**src/hw/rtl/gbs_pkg.sv**
```systemverilog
// Shared constants and types for greedy box suppression.
package gbs_pkg;

  localparam int MAX_BOXES_DEF  = 64;
  localparam int COORD_BITS_DEF = 16;
  localparam int FIELD_W        = 16;
  localparam int SCORE_W        = 16;
  localparam int THR_W          = 16;
  localparam int KEPT_W         = 6;
  localparam int IN_DATA_W      = 80;
  localparam int OUT_DATA_W     = 8;
  localparam logic [THR_W-1:0] THR_RESET = 16'd29491;

  typedef struct packed {
    logic       valid;
    logic [5:0] idx;
    logic       supp;
  } gbs_res_t;

endpackage

```
**src/hw/rtl/gbs_iou.sv**
```systemverilog
// Pipelined overlap test of one box against the kept box per cycle.
module gbs_iou #(
  parameter int COORD_BITS = gbs_pkg::COORD_BITS_DEF
) (
  input  logic                            clk,
  input  logic                            rst_n,
  input  logic                            load_kept,
  input  logic                            in_v,
  input  logic [5:0]                      in_idx,
  input  logic [4*COORD_BITS-1:0]         box,
  input  logic [gbs_pkg::THR_W-1:0]       thr,
  output gbs_pkg::gbs_res_t               res,
  output logic                            busy
);
  import gbs_pkg::*;

  localparam int CB = COORD_BITS;
  localparam int AW = 2 * CB;
  localparam int PW = AW + 17;

  logic [CB-1:0] bl, bt, br, bb;
  logic [CB-1:0] kl_r, kt_r, kr_r, kb_r, kw_r, kh_r;
  logic [AW-1:0] area_a_r;
  logic [CB-1:0] ix0, ix1, iy0, iy1;

  logic          v1_r, v2_r, v3_r, v4_r;
  logic [5:0]    i1_r, i2_r, i3_r, i4_r;
  logic [CB-1:0] iw1_r, ih1_r, bw1_r, bh1_r;
  logic [AW-1:0] inter2_r, areab2_r, inter3_r;
  logic [AW:0]   uni3_r;
  logic [PW-1:0] prod4_r, ish4_r;
  logic          uz4_r;
  logic          res_v_r;
  logic [5:0]    res_idx_r;
  logic          res_supp_r;

  function automatic logic [CB-1:0] span(input logic [CB-1:0] lo, input logic [CB-1:0] hi);
    span = (hi > lo) ? hi - lo : '0;
  endfunction

  assign bl = box[0*CB +: CB];
  assign bt = box[1*CB +: CB];
  assign br = box[2*CB +: CB];
  assign bb = box[3*CB +: CB];

  assign ix0 = (kl_r > bl) ? kl_r : bl;
  assign ix1 = (kr_r < br) ? kr_r : br;
  assign iy0 = (kt_r > bt) ? kt_r : bt;
  assign iy1 = (kb_r < bb) ? kb_r : bb;

  always_ff @(posedge clk) begin
    if (load_kept) begin
      kl_r <= bl;
      kt_r <= bt;
      kr_r <= br;
      kb_r <= bb;
      kw_r <= span(bl, br);
      kh_r <= span(bt, bb);
    end
    area_a_r <= AW'(kw_r) * AW'(kh_r);
    iw1_r    <= span(ix0, ix1);
    ih1_r    <= span(iy0, iy1);
    bw1_r    <= span(bl, br);
    bh1_r    <= span(bt, bb);
    i1_r     <= in_idx;
    inter2_r <= AW'(iw1_r) * AW'(ih1_r);
    areab2_r <= AW'(bw1_r) * AW'(bh1_r);
    i2_r     <= i1_r;
    uni3_r   <= {1'b0, area_a_r} + {1'b0, areab2_r} - {1'b0, inter2_r};
    inter3_r <= inter2_r;
    i3_r     <= i2_r;
    prod4_r  <= PW'(thr) * PW'(uni3_r);
    ish4_r   <= PW'({inter3_r, 16'h0000});
    uz4_r    <= (uni3_r == '0);
    i4_r     <= i3_r;
    res_idx_r  <= i4_r;
    res_supp_r <= uz4_r || (ish4_r > prod4_r);
  end

  always_ff @(posedge clk) begin
    if (!rst_n) begin
      v1_r    <= 1'b0;
      v2_r    <= 1'b0;
      v3_r    <= 1'b0;
      v4_r    <= 1'b0;
      res_v_r <= 1'b0;
    end else begin
      v1_r    <= in_v;
      v2_r    <= v1_r;
      v3_r    <= v2_r;
      v4_r    <= v3_r;
      res_v_r <= v4_r;
    end
  end

  assign res  = '{valid: res_v_r, idx: res_idx_r, supp: res_supp_r};
  assign busy = v1_r | v2_r | v3_r | v4_r | res_v_r;

endmodule

```
**config.mk**
```make
export PLATFORM = sky130hd
export DESIGN_NAME = gbs_iou
export DESIGN_NICKNAME = d
export VERILOG_FILES = /design/src/hw/rtl/gbs_pkg.sv /design/src/hw/rtl/gbs_iou.sv
export SDC_FILE = /design/constraint.sdc
export NUM_CORES = 2
export LEC_CHECK = 0
export ABC_AREA = 1
export BUFFER_PORTS_ARGS = -buffer_cell sky130_fd_sc_hd__clkbuf_2
export CORE_MARGIN = 2
export CORE_UTILIZATION = 60
export DETAILED_ROUTE_END_ITERATION = 7
export PLACE_DENSITY = 0.8
export SLEW_MARGIN = 40
export SYNTH_ARGS = -nofsm -noshare
export SYNTH_HDL_FRONTEND = slang
export SYNTH_SLANG_ARGS = --single-unit
```
**constraint.sdc**
```tcl
create_clock -name clk -period 6 [get_ports clk]
set_input_delay 0.6 -clock clk [delete_from_list [all_inputs] [get_ports clk]]
set_output_delay 0.6 -clock clk [all_outputs]
set_load 0.005 [all_outputs]
```
==> results by stage <==
GRT:
- Summed over all layers, the global routing overflow is 0.
- The first-pass GRT wire length is roughly 290,000 um.
- The global-route total usage across every layer is 0.320.
- The number of antenna violations at the first check in global routing is 1.
- The number of global-route vias before repair is 57.1k.
- The largest net degree at the start of global routing is 60.

Routing:
- The post-detailed-routing wire length is 174,000 um.
- The remaining antenna violation count after routing is 0.
- Dividing the detail-routed wire length by the instance count gives 16.9 um.
- The routed via count is 54.0k.
- The initial detailed-routing violation count is ~3.9k.
- In the routed design, unresolved DRC markers number 0.
- For this run, the detailed router's first-pass iteration total came to 6.
- The via density per instance is 5.25.

Finish:
- The library cell used most frequently in the layout, excluding fill and tap cells, is sky130_fd_sc_hd__nand2_1.
- In the layout the commonest cells are sky130_fd_sc_hd__nand2_1 (2,584), sky130_fd_sc_hd__inv_1 (2,394), sky130_fd_sc_hd__fa_1 (1,050), sky130_fd_sc_hd__ha_1 (624), sky130_fd_sc_hd__nor2_1 (365).
- The number of nets in the layout is between 10k and 15k.
- The fraction of the core area covered by cells at the end of the flow is 0.647.
- The final standard cell area without fillers is 70,400 sq um.
- The number of fillers in the final layout is 9,299.
- The fraction of final layout cells sized beyond drive strength 1 is 0.0504.
- Relative to the synthesized area, the layout overhead comes to 6.84%.

Clock tree:
- The clock transition at the registers of the reported paths is 0.06 ns.
- CTS saw 439 sinks.
- The insertion delay of the later-clocked pin in the worst-skew pair is 0.63 ns.
- The TritonCTS clock tree is yes.
- The number of buffers created by CTS is 47.
- The root buffer cell is sky130_fd_sc_hd__clkbuf_16.
- The buffer depth of the longest clock path is 3.
- The H-tree was split into 2 levels.

STA:
- The transition at the pin with the smallest max-transition slack is slightly below 0.9 ns.
- The worst relative slew slack is 0.404.
- The final setup violation count is 0.
- The clock arrives with 0.0354 ns of skew.
- The final critical path time including I/O delays and setup is between 5 and 6 ns.
- The number of pins with negative max-slew slack in the final report is 0.
- The maximum clock rate is between 0.15 and 0.2 GHz.
- The hold violation total from the final report is 0.
- The final cycle utilization of the critical path is 0.965.
- Setup repair after global routing left no endpoint under its margin.

Place:
- The HPWL after detailed placement is 149,000 um.
- The cell area after placement is 68,800 sq um.
- The count of buffers from port buffering is 98.
- At the end of routability-driven placement, the weighted congestion stood at 0.989.

Floorplan:
- The floorplan step defined a die boundary enclosing 113,000 sq um.
- The number of placement rows is 121.
- The initial core utilization is 0.606.
- Measured along the x axis, the die boundary spans 335 um.
- The core outline area is 109,000 sq um.
- The vertical die dimension is 335 um.
- 99 I/O pins were placed.

Setup path:
- The flop-to-flop setup slack is between 0.2 and 0.25 ns.
- The most numerous cell type found on the critical path is sky130_fd_sc_hd__fa_1.
- The worst setup path is captured at a register.
- The endpoint identified for the worst register-to-register timing path is area_a_r[31]$_DFF_P_.
- Data on the critical path is required at its endpoint by 6.47 ns.
- The worst endpoint data arrival time is 6.26 ns.
- The most critical setup path has its startpoint at kw_r[11]$_DFFE_PP_.
- Of all nets on the critical path, the largest fanout is 11.
- The number of cells on the worst reg-to-reg path is 18.
- Traced cell by cell, the critical path runs through nand2_1 -> fa_1 -> inv_1 -> fa_1 -> inv_1 -> fa_1 -> fa_1 -> inv_1 -> fa_1 -> fa_1 -> ha_1 -> a21oi_1 -> o21ai_0 -> inv_1 -> nand2_1 -> nand2_1 -> nand3_1 -> nand2_1.
- The launch point of the worst reg-to-reg path is kw_r[11]$_DFFE_PP_.
- The endpoint of the worst setup timing path is area_a_r[31]$_DFF_P_.
- The critical path launch point type is a register.
- The number of gates on the worst path with buffers counted is 18.
- The critical path's slowest cell is sky130_fd_sc_hd__edfxtp_1.
- For this run, the slowest stage of the critical path takes 0.73 ns.
- The gate family responsible for the most delay along the worst path is adder cells.
- The sum of buffers and inverters on the critical path is 4.
- By startpoint and endpoint, the worst setup path is classified as register to register.

Synthesis:
- The synthesized netlist cell count is 8,802.
- The synthesized netlist contains 37 unique library cells.
- The synthesis warning total is 0.
- The post-synthesis register bit count is 439.
- The average cell area after synthesis is 7.49 sq um.
- The total standard cell area after synthesis is 65,900 sq um.
- The net count after synthesis is 10.6k.
- For this run, the register share of the synthesized area comes to 0.148.

Min path:
- The path class of the tightest hold or removal check is input port to register.

Flow run:
- The number of maximum-capacitance violations is 0.

Status:
- The run finished with clean final reports.
## synthesized netlist by cell type
cell type / number / area, sq um
sky130_fd_sc_hd__a21boi_0: 1 / 7.51
sky130_fd_sc_hd__a21o_1: 20 / 150
sky130_fd_sc_hd__a21oi_1: 277 / 1390
sky130_fd_sc_hd__a21oi_2: 2 / 17.5
sky130_fd_sc_hd__a31oi_1: 4 / 25.0
sky130_fd_sc_hd__and2_1: 3 / 18.8
sky130_fd_sc_hd__buf_2: 8 / 40.0
sky130_fd_sc_hd__buf_4: 4 / 30.0
sky130_fd_sc_hd__buf_6: 5 / 56.3
sky130_fd_sc_hd__clkbuf_1: 323 / 1210
sky130_fd_sc_hd__dfxtp_1: 343 / 6870
sky130_fd_sc_hd__edfxtp_1: 96 / 2880
sky130_fd_sc_hd__fa_1: 1050 / 21000
sky130_fd_sc_hd__ha_1: 624 / 7810
sky130_fd_sc_hd__inv_1: 2394 / 8990
sky130_fd_sc_hd__nand2_1: 2584 / 9700
sky130_fd_sc_hd__nand2_2: 12 / 75.1
sky130_fd_sc_hd__nand2_4: 3 / 33.8
sky130_fd_sc_hd__nand3_1: 232 / 1160
sky130_fd_sc_hd__nand3_4: 1 / 17.5
sky130_fd_sc_hd__nand3b_1: 46 / 345
sky130_fd_sc_hd__nand4_1: 56 / 350
sky130_fd_sc_hd__nor2_1: 365 / 1370
sky130_fd_sc_hd__nor2_2: 3 / 18.8
sky130_fd_sc_hd__nor3_1: 56 / 280
sky130_fd_sc_hd__nor3_2: 2 / 20.0
sky130_fd_sc_hd__nor3b_1: 1 / 7.51
sky130_fd_sc_hd__nor4_1: 11 / 68.8
sky130_fd_sc_hd__nor4_4: 1 / 21.3
sky130_fd_sc_hd__o211ai_1: 5 / 37.5
sky130_fd_sc_hd__o21a_1: 15 / 113
sky130_fd_sc_hd__o21ai_0: 110 / 551
sky130_fd_sc_hd__o21ai_1: 2 / 10.0
sky130_fd_sc_hd__o21bai_1: 14 / 105
sky130_fd_sc_hd__o31ai_1: 2 / 15.0
sky130_fd_sc_hd__xnor2_1: 34 / 298
sky130_fd_sc_hd__xor2_1: 93 / 815
## worst reg2reg max path: cells and delay by family, from the launching register on
kind / cells / cell delay (ns)
AOI/OAI and AO/OA: 2 / 0.46
adders and majority gates: 7 / 3.51
buffers and inverters: 4 / 0.26
DFF: 1 / 0.73
and+or+nand+nor: 5 / 0.72
## worst min path at each step
stage / from / end / slack, ns / cells past startpoint
after floorplan: i1_r[0]$_DFF_P_ / i2_r[0]$_DFF_P_ / 0.31 / 0
after global placement: i1_r[0]$_DFF_P_ / i2_r[0]$_DFF_P_ / 0.31 / 0
after detailed placement: i2_r[2]$_DFF_P_ / i3_r[2]$_DFF_P_ / 0.31 / 0
after CTS: in_idx[5] / i1_r[5]$_DFF_P_ / 0.04 / 1
after global routing: in_idx[5] / i1_r[5]$_DFF_P_ / 0.05 / 1
final: in_idx[4] / i1_r[4]$_DFF_P_ / 0.07 / 1
## cell type report
type / instances / area [sq um] / share of cell area
Tap cell: 1414 / 1770 / 0.0251
Inverter: 2394 / 8990 / 0.128
Clock buffer: 53 / 1230 / 0.0175
Antenna cell: 1 / 2.50 / 0.0000355
Sequential cell: 439 / 9770 / 0.139
Timing Repair Buffer: 324 / 2450 / 0.0348
Multi-Input combinational cell: 5629 / 45800 / 0.651
Clock inverter: 33 / 375 / 0.00533
## through the flow
step / instances / hold WS [ns] / TNS (ns) / setup WS, ns
after floorplan: 8802 / 0.310 / 0 / 0.412
after global placement: 10197 / 0.310 / -0.176 / -0.0919
after detailed placement: 10197 / 0.312 / -0.359 / -0.136
after CTS: 10283 / 0.0393 / 0 / 0.0782
after global routing: 10287 / 0.0451 / 0 / 0.00681
final: 10287 / 0.0731 / 0 / 0.212
## registers in the layout (all words and copies together) (netlist names), 32 cells and up
name and cells:
inter2_r 32, areab2_r 32, prod4_r 49, uni3_r 33, area_a_r 32, ish4_r 32, inter3_r 32
## timing repair
action / CTS / global route
hold buffers: 0 / 0
gates resized for setup: 0 / 14
setup buffers: 0 / 3
endpoints found under the setup margin: 0 / 22
## metal layers
metal / vias to the layer above / routed length [um] / GRT usage
met5: - / 0 / 0
met1: 25790 / 68000 / 0.394
met4: 0 / 9370 / 0.151
met2: 2103 / 84700 / 0.559
met3: 512 / 11900 / 0.0400
li1: 25601 / - / -
## logic make-up after synthesis
kind of cell             count (synthesis)  share of synthesized area
flip-flops                             439                      0.148
AND/OR/NAND/NOR                       3376                      0.205
XOR/XNOR                               127                     0.0169
AO/OA/AOI/OAI                          452                     0.0367
adder cells (fa/ha/maj)               1674                      0.437
buffers and inverters                 2734                      0.157
Power is not shown: default switching activity piles up to over one toggle a cycle in this logic, so the estimate is an artifact.
