### src/hw/rtl/gbs_ram.sv
// Generic single write, single read RAM with registered read data.
module gbs_ram #(
  parameter int WIDTH = 8,
  parameter int DEPTH = 64
) (
  input  logic                     clk,
  input  logic                     we,
  input  logic [$clog2(DEPTH)-1:0] waddr,
  input  logic [WIDTH-1:0]         wdata,
  input  logic [$clog2(DEPTH)-1:0] raddr,
  output logic [WIDTH-1:0]         rdata
);

  logic [WIDTH-1:0] mem [DEPTH];
  logic [WIDTH-1:0] rdata_r;

  always_ff @(posedge clk) begin
    if (we) begin
      mem[waddr] <= wdata;
    end
    rdata_r <= mem[raddr];
  end

  assign rdata = rdata_r;

endmodule

### config.mk
export PLATFORM = sky130hd
export DESIGN_NAME = gbs_ram
export DESIGN_NICKNAME = d
export VERILOG_FILES = /design/src/hw/rtl/gbs_ram.sv
export SDC_FILE = /design/constraint.sdc
export NUM_CORES = 1
export LEC_CHECK = 0
export BUFFER_PORTS_ARGS = -buffer_cell sky130_fd_sc_hd__clkbuf_2
export CAP_MARGIN = 40
export CORE_MARGIN = 1
export CORE_UTILIZATION = 45
export CTS_BUF_LIST = sky130_fd_sc_hd__clkbuf_8
export CTS_CLUSTER_SIZE = 28
export DETAILED_ROUTE_END_ITERATION = 10
export SYNTH_ARGS = -nofsm -noshare
export SYNTH_HDL_FRONTEND = slang
export SYNTH_SLANG_ARGS = --single-unit
### constraint.sdc
create_clock -name clk -period 2.5 [get_ports clk]
set_input_delay 0.5 -clock clk [delete_from_list [all_inputs] [get_ports clk]]
set_output_delay 0.5 -clock clk [all_outputs]
set_load 0.05 [all_outputs]
==> results of run 1 <==
[where the power goes]
group	leakage [uW]	internal, uW	total (uW)	switching (uW)
Clock	0.000917	3430	6660	3240
Sequential	0.00467	9650	9680	31.4
Combinational	0.00231	444	1070	630
[layout make-up]
cell class,instances,area (sq um),share of cell area
Tap cell,592,741,0.0312
Multi-Input combinational cell,369,4320,0.182
Sequential cell,520,15500,0.654
Clock buffer,90,1240,0.0522
Antenna cell,2,5.00,0.000211
Clock inverter,65,298,0.0125
Timing Repair Buffer,188,1620,0.0680
[sequential cells by signal, summed over array words and instances, names as in the netlist]
register	flops
mem	512
rdata	8
[through the flow]
| stage | hold slack [ns] | utilization |
|---|---|---|
| 6_report | 0.356 | 0.537 |
| 3_3_place_gp | 0.793 | 0.502 |
| 3_5_place_dp | 0.833 | 0.502 |
| 5_1_grt | 0.349 | 0.537 |
| 2_1_floorplan | 0.599 | - |
| 4_1_cts | 0.299 | 0.537 |
[synthesized netlist by cell type (4+ instances only)]
master / count
nand3_1: 13
o22ai_1: 8
nor2_1: 83
o221ai_1: 8
nor2b_1: 14
nor3_1: 7
a211oi_1: 4
clkbuf_1: 17
mux4_2: 126
buf_4: 13
edfxtp_1: 512
nand2_1: 19
nand2b_1: 7
buf_6: 4
a221oi_1: 6
mux2i_1: 23
buf_1: 4
buf_2: 11
mux2_2: 13
dfxtp_1: 8
[worst max-delay path, stage by stage, from the launching register on]
cell      delay, ns
edfxtp_1       0.39
mux4_2         0.46
mux2_2         0.28
o221a_2        0.28
nor3_1         0.39
o32ai_1        0.24
[routing by layer]
metal / global-route usage / part of all wire / routed length (um)
met3: 0.0425 / 0.060 / 2780
met2: 0.323 / 0.47 / 21800
met4: 0.0872 / 0.026 / 1190
met5: 0 / 0 / 0
met1: 0.297 / 0.44 / 20200
[kinds of logic (layout without fill, tap and decap cells)]
logic type | after synthesis | after routing | synth area share
DFF | 520 | 520 | 0.770
muxes | 162 | 162 | 0.159
and+or+nand+nor | 153 | 153 | 0.0339
AOI/OAI and AO/OA | 54 | 54 | 0.0207
buffers and inverters | 51 | 343 | 0.0157
other | 0 | 2 | 0
[path summary, 6_finish.rpt]
kind / start / end / slack (ns)
min reg2reg: mem[31][6]$_DFFE_PP_ / rdata[6]$_DFF_P_ / 0.85
max reg2reg: mem[28][4]$_DFFE_PP_ / rdata[4]$_DFF_P_ / 0.31
max: mem[28][4]$_DFFE_PP_ / rdata[4]$_DFF_P_ / 0.31
min: raddr[5] / rdata[7]$_DFF_P_ / 0.36
==> reports/metrics.sh, run 1 <==
RUN_STATUS='complete, no violations'
IOS=30
SYNTH_AREA_LEADERS='edfxtp_1 (76%), mux4_2 (14%), nor2_1 (1.5%)'
DP_HPWL_MM=29.9
AREA_GROWTH_PCT=17.8
WORSTMARGINPINSLEW_NS=0.769
COMMONEST_NON_FILL_NON_TAP_CELLS_IN_THE_LAYOUT='edfxtp_1 (512), buf_4 (140), mux4_2 (126)'
DIE_WIDTH_UM=214
SYNTH_FLOP_CELL='edfxtp_1'
SYNTHESIS.YOSYS.WARNINGS=0
DIE_AREA_SQ_UM=45700
PORT_BUFFERS=29
FINALWORSTPATHREQUIREDPERIOD_NS=2.19
CORE-AREA_SQ_UM=44200
LIBRARY_CELL_WITH_THE_LARGEST_SUMMED_AREA_AFTER_SYNTHESIS='edfxtp_1'
HOLD_VIOLATIONS=0
WORST-SETUP-PATH-TYPE='reg2reg'
WORST_HOLD_PATH.NUM_CELLS=5
CLOCK_SKEW_NS=0.0225
ANTENNA_VIOLATIONS_BEFORE_REPAIR=2
END_KIND='register'
GLOBALROUTETOTALUTIL=0.211
NUMCLOCKSINKS=520
POST_ROUTE_CELLS_DRIVE_ABOVE_1_SHARE=0.350
GRT_START_MAX_NET_PINS=65
GP_ROUTABILITY_CONGESTION=0.831
CTS.REPORTEDPATHS.CLKPINSLEW_NS=0.06
NUMPLACEDINSTANCES=1669
VIA_PER_INST=5.52
FINAL-MAX-SLEW-VIOLATION-COUNT=0
PATH_MAX_FANOUT=1
LAYOUT.FILLER_CELLS=3405
DRT-WIRELENGTH-PER-CELL_UM=25.2
CLOCK.FMAX_MHz=456
HOLDCRITPATHCLASS='in2reg'
SYNTH_ENABLE_FLOP_CELLS=512
ROUTE.ANTENNA.REMAINING_NETS=0
ROUTE.FINAL.WIRE_LENGTH_MM=46.0
INSERTION_DELAY_NS=0.65
TNS_NS=0
WORSTPATHREQUIRED_NS=2.97
LAYOUTNONFILLERINSTCOUNT=1826
POWER_uW=17400
DRT_FIRST_PASS_ITERS=5
CLK_PATH_BUF_DEPTH=3
SETUP_SLACK_NS=0.307
ROW_COUNT=77
FINAL.PERIOD_UTILIZATION=0.877
CTS_HOLD_BUFFERS=0
YOSYSSEQAREASHARE=0.770
SYN_AVG_CELL_AREA_SQ_UM=21.5
MAXSLEWHEADROOM=0.488
VIA_COUNT=10100
P_LEAK_uW=0.00790
POST_CTS.REPAIR.SETUP_BUFFERS=0
FINAL_DESIGN_AREA_NO_FILL_SQ_UM=23700
WORST_R2R_PATH_DEPTH=5
CTS_MAX_LEVEL=3
DIE_Y_UM=214
SYN_INST=940
FINISH.NET_COUNT=1186
SYN-NUM-NETS=962
CTS_MADE_BUFFERS=85
POST-PLACE-WS_NS=-0.173
WIRE_LENGTH_OF_THE_FIRST_GLOBAL_ROUTING_PASS_MM=67.5
IR_DROP_mV=0.294
PLACEMENT_STAGE_CELL_AREA_SQ_UM=22200
DETAIL_ROUTE.ITER0.VIOLATIONS=1034
CRITPATHARRIVALTIME_NS=2.67
SETUP.WORST_PATH.START_CLASS='register'
INITIAL_CORE_UTIL=0.456
FLIP_FLOP_AND_LATCH_COUNT_AFTER_SYNTHESIS=520
NUMBER_OF_GLOBAL_ROUTE_VIAS_BEFORE_REPAIR=10400
REPORT.FINAL.SETUP_VIOL=0
MOST_COMMON_LIBRARY_CELL_IN_THE_LAYOUT_IGNORING_FILL_AND_TAPS='edfxtp_1'
SYNTH.CELL_AREA_SQ_UM=20200
SYNTH.DISTINCT_CELLS=40
SYNTH-ASYNC-RESET-RATIO=0
MAX_CAP_VIOL_COUNT=0
CTSRESIZECOUNT=0
CLOCK_TREE_FROM_TRITONCTS='done'
POST-SYNTH-TOP-AREA-FRACTION=0.762
RSZ0062_AT_GRT='no'
P_PER_AREA_nW_PER_UM2=734
GRT_TOTAL_OVFL=0
DRC=0
ROOT_BUFFER='clkbuf_8'
(Power assumes the default switching activity.)
==> run 2: changes to the inputs <==
--- a/config.mk
+++ b/config.mk
@@ -12,6 +12,8 @@
 export CTS_BUF_LIST = sky130_fd_sc_hd__clkbuf_8
 export CTS_CLUSTER_SIZE = 28
 export DETAILED_ROUTE_END_ITERATION = 10
+export RECOVER_POWER = 50
+export SKIP_LAST_GASP = 1
 export SYNTH_ARGS = -nofsm -noshare
 export SYNTH_HDL_FRONTEND = slang
 export SYNTH_SLANG_ARGS = --single-unit
==> constraint.sdc (replaced) <==
create_clock -name clk -period 2.2 [get_ports clk]
set_input_delay 0.44 -clock clk [delete_from_list [all_inputs] [get_ports clk]]
set_output_delay 0.44 -clock clk [all_outputs]
set_load 0.05 [all_outputs]
==> reports/metrics.sh, run 2 (synthesized netlist as in run 1, its figures left out) <==
WORSTMARGINPINSLEW_NS=1.70  # +0.927 ns
VIA_PER_INST=5.60  # +1.4%
GP_ROUTABILITY_CONGESTION=0.835  # +0.41%
DRT_FIRST_PASS_ITERS=6  # +1
CLOCK_SKEW_NS=0.0442  # +0.0216 ns
INSERTION_DELAY_NS=0.66  # about the same
RSZ0062_AT_GRT='no'
FF_LATCH_AREA_SQ_UM=15500  # unchanged
REPORT.FINAL.SETUP_VIOL=0  # unchanged
COMMONEST_NON_FILL_NON_TAP_CELLS_IN_THE_LAYOUT='edfxtp_1 (512), mux4_2 (126), buf_4 (123)'
NUMBER_OF_GLOBAL_ROUTE_VIAS_BEFORE_REPAIR=10400  # -0.59%
MAX_CAP_VIOL_COUNT=2  # +2
WORST_HOLD_PATH.NUM_CELLS=2  # -3
WIRE_LENGTH_OF_THE_FIRST_GLOBAL_ROUTING_PASS_MM=68.6  # +1.7%
UTILIZATION=0.533  # -0.00382
CLOCK_TREE_FROM_TRITONCTS='done'
DIE_Y_UM=214  # unchanged
FINALWORSTPATHREQUIREDPERIOD_NS=2.09  # -0.106 ns
MAXSLEWHEADROOM=-0.130  # -0.618
ROUTE.ANTENNA.REMAINING_NETS=0  # unchanged
TIMING.RR.START='mem[24][6]$_DFFE_PP_'
CTS_MAX_LEVEL=3  # unchanged
AREA_GROWTH_PCT=16.9
RR_ENDPOINT='rdata[6]$_DFF_P_'
SETUP_SLACK_NS=0.114  # -0.194 ns
P_PER_AREA_nW_PER_UM2=849  # +16%
REGISTERS.TOP_BY_FF_COUNT='mem'
TNS_NS=0  # unchanged
R2R_SETUP_SLACK_NS=0.11  # -0.19 ns
CTS_MADE_BUFFERS=82  # -3.5%
P_LEAK_uW=0.00775  # -1.9%
HOLD_VIOLATIONS=0  # unchanged
ANTENNA_VIOLATIONS_BEFORE_REPAIR=1  # -1
WORSTPATHREQUIRED_NS=2.72  # -0.25 ns
DRT-WIRELENGTH-PER-CELL_UM=25.8  # +2.4%
POWER_uW=20000  # +15%
VIA_COUNT=10100  # +0.39%
ROOT_BUFFER='clkbuf_8'
RUN_STATUS='complete, but fails checks'
DIE_AREA_SQ_UM=45700  # unchanged
CRITPATHARRIVALTIME_NS=2.60  # -0.07 ns
ROUTE.FINAL.WIRE_LENGTH_MM=46.7  # +1.4%
CORE-AREA_SQ_UM=44200  # unchanged
SETUP.WORST_PATH.START_CLASS='register'
DETAIL_ROUTE.ITER0.VIOLATIONS=1010  # -2.3%
TIMING.HOLD.WORST_ENDPOINT='rdata[5]$_DFF_P_'
LAYOUT.FILLER_CELLS=3430  # +0.73%
GRT_START_MAX_NET_PINS=65  # unchanged
WORST_R2R_PATH_DEPTH=6  # +1
CTS_HOLD_BUFFERS=0  # unchanged
FINAL-MAX-SLEW-VIOLATION-COUNT=41  # +41
INITIAL_CORE_UTIL=0.456  # unchanged
DIE_WIDTH_UM=214  # unchanged
FIN_WORST_HOLD_SLACK_NS=0.332  # -0.0239 ns
WORST-SETUP-PATH-TYPE='reg2reg'
DRC=0  # unchanged
ROW_COUNT=77  # unchanged
POST_CTS.REPAIR.SETUP_BUFFERS=0  # unchanged
DP_HPWL_MM=29.6  # -1.1%
PATH_MAX_FANOUT=1  # unchanged
FINAL.PERIOD_UTILIZATION=0.948  # +0.0712
CTSRESIZECOUNT=0  # unchanged
FAILED_CHECKS='max-capacitance violations, max-slew violations'
HOLDCRITPATHCLASS='in2reg'
END_KIND='register'
IOS=30  # unchanged
POST_ROUTE_CELLS_DRIVE_ABOVE_1_SHARE=0.342  # -0.00827
CTS.REPORTEDPATHS.CLKPINSLEW_NS=0.06  # about the same
POST-PLACE-WS_NS=-0.491  # -0.318 ns
HOLD_STARTPOINT='raddr[5]'
GLOBALROUTETOTALUTIL=0.213  # +0.00225
CLOCK.FMAX_MHz=479  # +5.1%
IR_DROP_mV=0.358  # +22%
GRT_TOTAL_OVFL=0  # unchanged
NUMCLOCKSINKS=520  # unchanged
FINISH.NET_COUNT=1174  # -1.0%
PORT_BUFFERS=29  # unchanged
MULTIINPUTGATEAREA_SQ_UM=4320  # unchanged
CLK_PATH_BUF_DEPTH=3  # unchanged
MOST_COMMON_LIBRARY_CELL_IN_THE_LAYOUT_IGNORING_FILL_AND_TAPS='edfxtp_1'
LARGEST_REGISTER_FFS=512  # unchanged
[run 2: area by class of cell]
type / count / area share
repair buffers: 179 / 0.0604
clock inverters: 59 / 0.0149
diodes: 1 / 0.000106
multi-input cells: 369 / 0.183
flip-flops and latches: 520 / 0.659
clock buffers: 88 / 0.0514
well taps: 592 / 0.0314
[run 2: metal layers]
layer  GRT usage  routed length [um]  up-vias
met3      0.0391                2860       51
met2       0.334               22400      320
li1            -                   -     4369
met5           0                   0        -
met1       0.304               20600     5385
met4      0.0695                 851        0
[run 2: worst max-delay path by stage]
stage | startpoint | depth (start not counted) | slack [ns] | end
floorplan | raddr[1] | 7 | 0.09 | rdata[3]$_DFF_P_
global placement | raddr[0] | 6 | -0.52 | rdata[7]$_DFF_P_
detailed placement | raddr[0] | 6 | -0.49 | rdata[7]$_DFF_P_
CTS | mem[16][6]$_DFFE_PP_ | 6 | 0.15 | rdata[6]$_DFF_P_
global route | mem[16][6]$_DFFE_PP_ | 6 | 0.08 | rdata[6]$_DFF_P_
finish | mem[24][6]$_DFFE_PP_ | 6 | 0.11 | rdata[6]$_DFF_P_
[run 2: critical path, stage by stage, from the launching register on]
cell and delay (ns):
edfxtp_1 0.37, mux4_2 0.46, mux2_2 0.31, o221a_2 0.28, nor3_1 0.27, buf_4 0.17
o32ai_1 0.08
[run 2: report_power, final]
part	switching (uW)	internal [uW]
logic	713	474
clock network	3650	4160
registers	40.6	11000
total	4400	15600
[run 2: per-stage QoR]
stage               area (sq um)  cells
finish                     23600   1808
global route               23600   1808
CTS                        23600   1807
detailed placement         22100   1660
global placement           22100   1660
floorplan                  20200    940
==> run 3: changes to the inputs <==
--- a/config.mk
+++ b/config.mk
@@ -13,6 +13,7 @@
 export CTS_CLUSTER_SIZE = 28
 export DETAILED_ROUTE_END_ITERATION = 10
 export RECOVER_POWER = 50
+export REMOVE_ABC_BUFFERS = 1
 export SKIP_LAST_GASP = 1
 export SYNTH_ARGS = -nofsm -noshare
 export SYNTH_HDL_FRONTEND = slang
==> reports/metrics.sh, run 3 (synthesized netlist as in run 1, its figures left out) <==
TIMING.RR.START='mem[3][3]$_DFFE_PP_'
AREA_GROWTH_PCT=17.4
RR_ENDPOINT='rdata[3]$_DFF_P_'
CORE-AREA_SQ_UM=44200  # unchanged
MAX_STAGE_DELAY_NS=0.63  # +0.17 ns
POST_CTS.REPAIR.SETUP_BUFFERS=0  # unchanged
R2R_SETUP_SLACK_NS=0.14  # +0.03 ns
TIMING.HOLD.WORST_ENDPOINT='rdata[5]$_DFF_P_'
CRIT_PATH_TOP_DELAY_CELL='a2111oi_0'
NUMPLACEDINSTANCES=1679  # +1.1%
DRT_FIRST_PASS_ITERS=5  # -1
INSERTION_DELAY_NS=0.64  # -0.02 ns
NUMBER_OF_GLOBAL_ROUTE_VIAS_BEFORE_REPAIR=10400  # -0.14%
CTSRESIZECOUNT=0  # unchanged
INITIAL_CORE_UTIL=0.456  # unchanged
WORST_R2R_PATH_DEPTH=5  # -1
GRT_TOTAL_OVFL=0  # unchanged
LARGEST_REGISTER_FFS=512  # unchanged
DRC=0  # unchanged
PORT_BUFFERS=29  # unchanged
HOLD_STARTPOINT='raddr[5]'
WIRE_LENGTH_OF_THE_FIRST_GLOBAL_ROUTING_PASS_MM=68.1  # -0.74%
HOLDCRITPATHCLASS='in2reg'
CLOCK.FMAX_MHz=486  # +1.3%
WORSTPATHREQUIRED_NS=2.70  # -0.02 ns
CRITPATHARRIVALTIME_NS=2.56  # -0.04 ns
CLOCK_SKEW_NS=0.0193  # -0.0249 ns
ROW_COUNT=77  # unchanged
ROOT_BUFFER='clkbuf_8'
REGISTERS.TOP_BY_FF_COUNT='mem'
WORSTMARGINPINSLEW_NS=1.41  # -0.287 ns
DIE_Y_UM=214  # unchanged
FIN_WORST_HOLD_SLACK_NS=0.323  # -0.00921 ns
GLOBALROUTETOTALUTIL=0.213  # -0.000342
DRT-WIRELENGTH-PER-CELL_UM=25.3  # -1.9%
RUN_STATUS='complete, no violations'
FINISH.NET_COUNT=1196  # +1.9%
CTS_MAX_LEVEL=3  # unchanged
WORST_HOLD_PATH.NUM_CELLS=3  # +1
HOLD_VIOLATIONS=0  # unchanged
COMMONEST_NON_FILL_NON_TAP_CELLS_IN_THE_LAYOUT='edfxtp_1 (512), buf_4 (149), mux4_2 (126)'
IR_DROP_mV=0.509  # +42%
UTILIZATION=0.536  # +0.00235
MAX_CAP_VIOL_COUNT=0  # -2
FINALWORSTPATHREQUIREDPERIOD_NS=2.06  # -0.0271 ns
GP_ROUTABILITY_CONGESTION=0.833  # -0.17%
LAYOUT.FILLER_CELLS=3425  # -0.15%
P_PER_AREA_nW_PER_UM2=839  # -1.2%
DETAIL_ROUTE.ITER0.VIOLATIONS=831  # -18%
ROUTE.FINAL.WIRE_LENGTH_MM=46.5  # -0.41%
FINAL_DESIGN_AREA_NO_FILL_SQ_UM=23700  # +0.44%
DP_HPWL_MM=29.7  # +0.37%
CTS_MADE_BUFFERS=85  # +3.7%
CTS.REPORTEDPATHS.CLKPINSLEW_NS=0.07  # about the same
CLOCK_TREE_FROM_TRITONCTS='done'
FINAL-MAX-SLEW-VIOLATION-COUNT=0  # -100%
CLK_PATH_BUF_DEPTH=3  # unchanged
REPORT.FINAL.SETUP_VIOL=0  # unchanged
ANTENNA_VIOLATIONS_BEFORE_REPAIR=1  # unchanged
END_KIND='register'
WORST-SETUP-PATH-TYPE='reg2reg'
CTS_HOLD_BUFFERS=0  # unchanged
RSZ0062_AT_GRT='no'
IOS=30  # unchanged
DIE_AREA_SQ_UM=45700  # unchanged
PLACEMENT_STAGE_CELL_AREA_SQ_UM=22200  # +0.59%
DIE_WIDTH_UM=214  # unchanged
POST_ROUTE_CELLS_DRIVE_ABOVE_1_SHARE=0.352  # +0.0108
ROUTE.ANTENNA.REMAINING_NETS=0  # unchanged
PATH_MAX_FANOUT=1  # unchanged
TNS_NS=0  # unchanged
GRT_START_MAX_NET_PINS=65  # unchanged
MOST_COMMON_LIBRARY_CELL_IN_THE_LAYOUT_IGNORING_FILL_AND_TAPS='edfxtp_1'
LAYOUTNONFILLERINSTCOUNT=1836  # +1.5%
VIA_COUNT=10100  # +0.22%
FINAL.PERIOD_UTILIZATION=0.936  # -0.0123
SETUP.WORST_PATH.START_CLASS='register'
CP_CELL_SEQUENCE='mux4_2 > nor2b_1 > a2111oi_0 > buf_4 > o41ai_1'
NUMCLOCKSINKS=520  # unchanged
VIA_PER_INST=5.53  # -1.3%
P_LEAK_uW=0.00785  # +1.3%
MAXSLEWHEADROOM=0.0610  # +0.191
## run 3: changes by cell type in the layout (fill, tap and decap cells not counted), sizes merged
cell	before	now
inv	22	27
clkinv	32	37
clkbuf	129	127
buf	138	161
bufinv	4	1
## run 3: power by group
group / switching, uW / internal, uW
clock: 3730 / 3910
combinational: 727 / 485
sequential: 37.6 / 11000
## run 3: per-layer routing
layer,vias to the layer above,share of wire,GRT usage
met5,-,0,0
met4,0,0.023,0.0672
met3,76,0.067,0.0477
met2,373,0.48,0.328
met1,5278,0.43,0.303
li1,4420,-,-
## run 3: layout make-up
type	count	area [sq um]	area share
multi-input combinational	369	4320	0.182
clock buffer	90	1240	0.0523
clock inverter	66	305	0.0129
sequential	520	15500	0.656
antenna	1	2.50	0.000106
timing repair buffer	198	1550	0.0652
tap	592	741	0.0313
## run 3: how the worst max path moves through the flow
stage                              startpoint               end  slack, ns  depth (start not counted)
after global placement               raddr[1]  rdata[3]$_DFF_P_      -0.42                          7
after detailed placement             raddr[1]  rdata[3]$_DFF_P_      -0.44                          7
after global routing      mem[3][3]$_DFFE_PP_  rdata[3]$_DFF_P_        0.1                          5
after CTS                 mem[3][3]$_DFFE_PP_  rdata[3]$_DFF_P_       0.12                          5
after floorplan                      raddr[0]  rdata[4]$_DFF_P_       0.40                          5
final                     mem[3][3]$_DFFE_PP_  rdata[3]$_DFF_P_       0.14                          5
## run 3: per-stage QoR
stage | total power (uW) | worst slack, ns
detailed placement | 12400 | -0.445
global route | 20500 | 0.0992
floorplan | 11700 | 0.399
CTS | 20000 | 0.116
finish | 19900 | 0.141
global placement | 12400 | -0.422
## run 3: worst max-delay path: cells and delay by family, from the launching register on
kind / cells / cell delay (ns)
AO/OA/AOI/OAI: 2 / 0.69
buffers and inverters: 1 / 0.21
AND/OR/NAND/NOR: 1 / 0.15
flip-flops: 1 / 0.36
multiplexers: 1 / 0.51
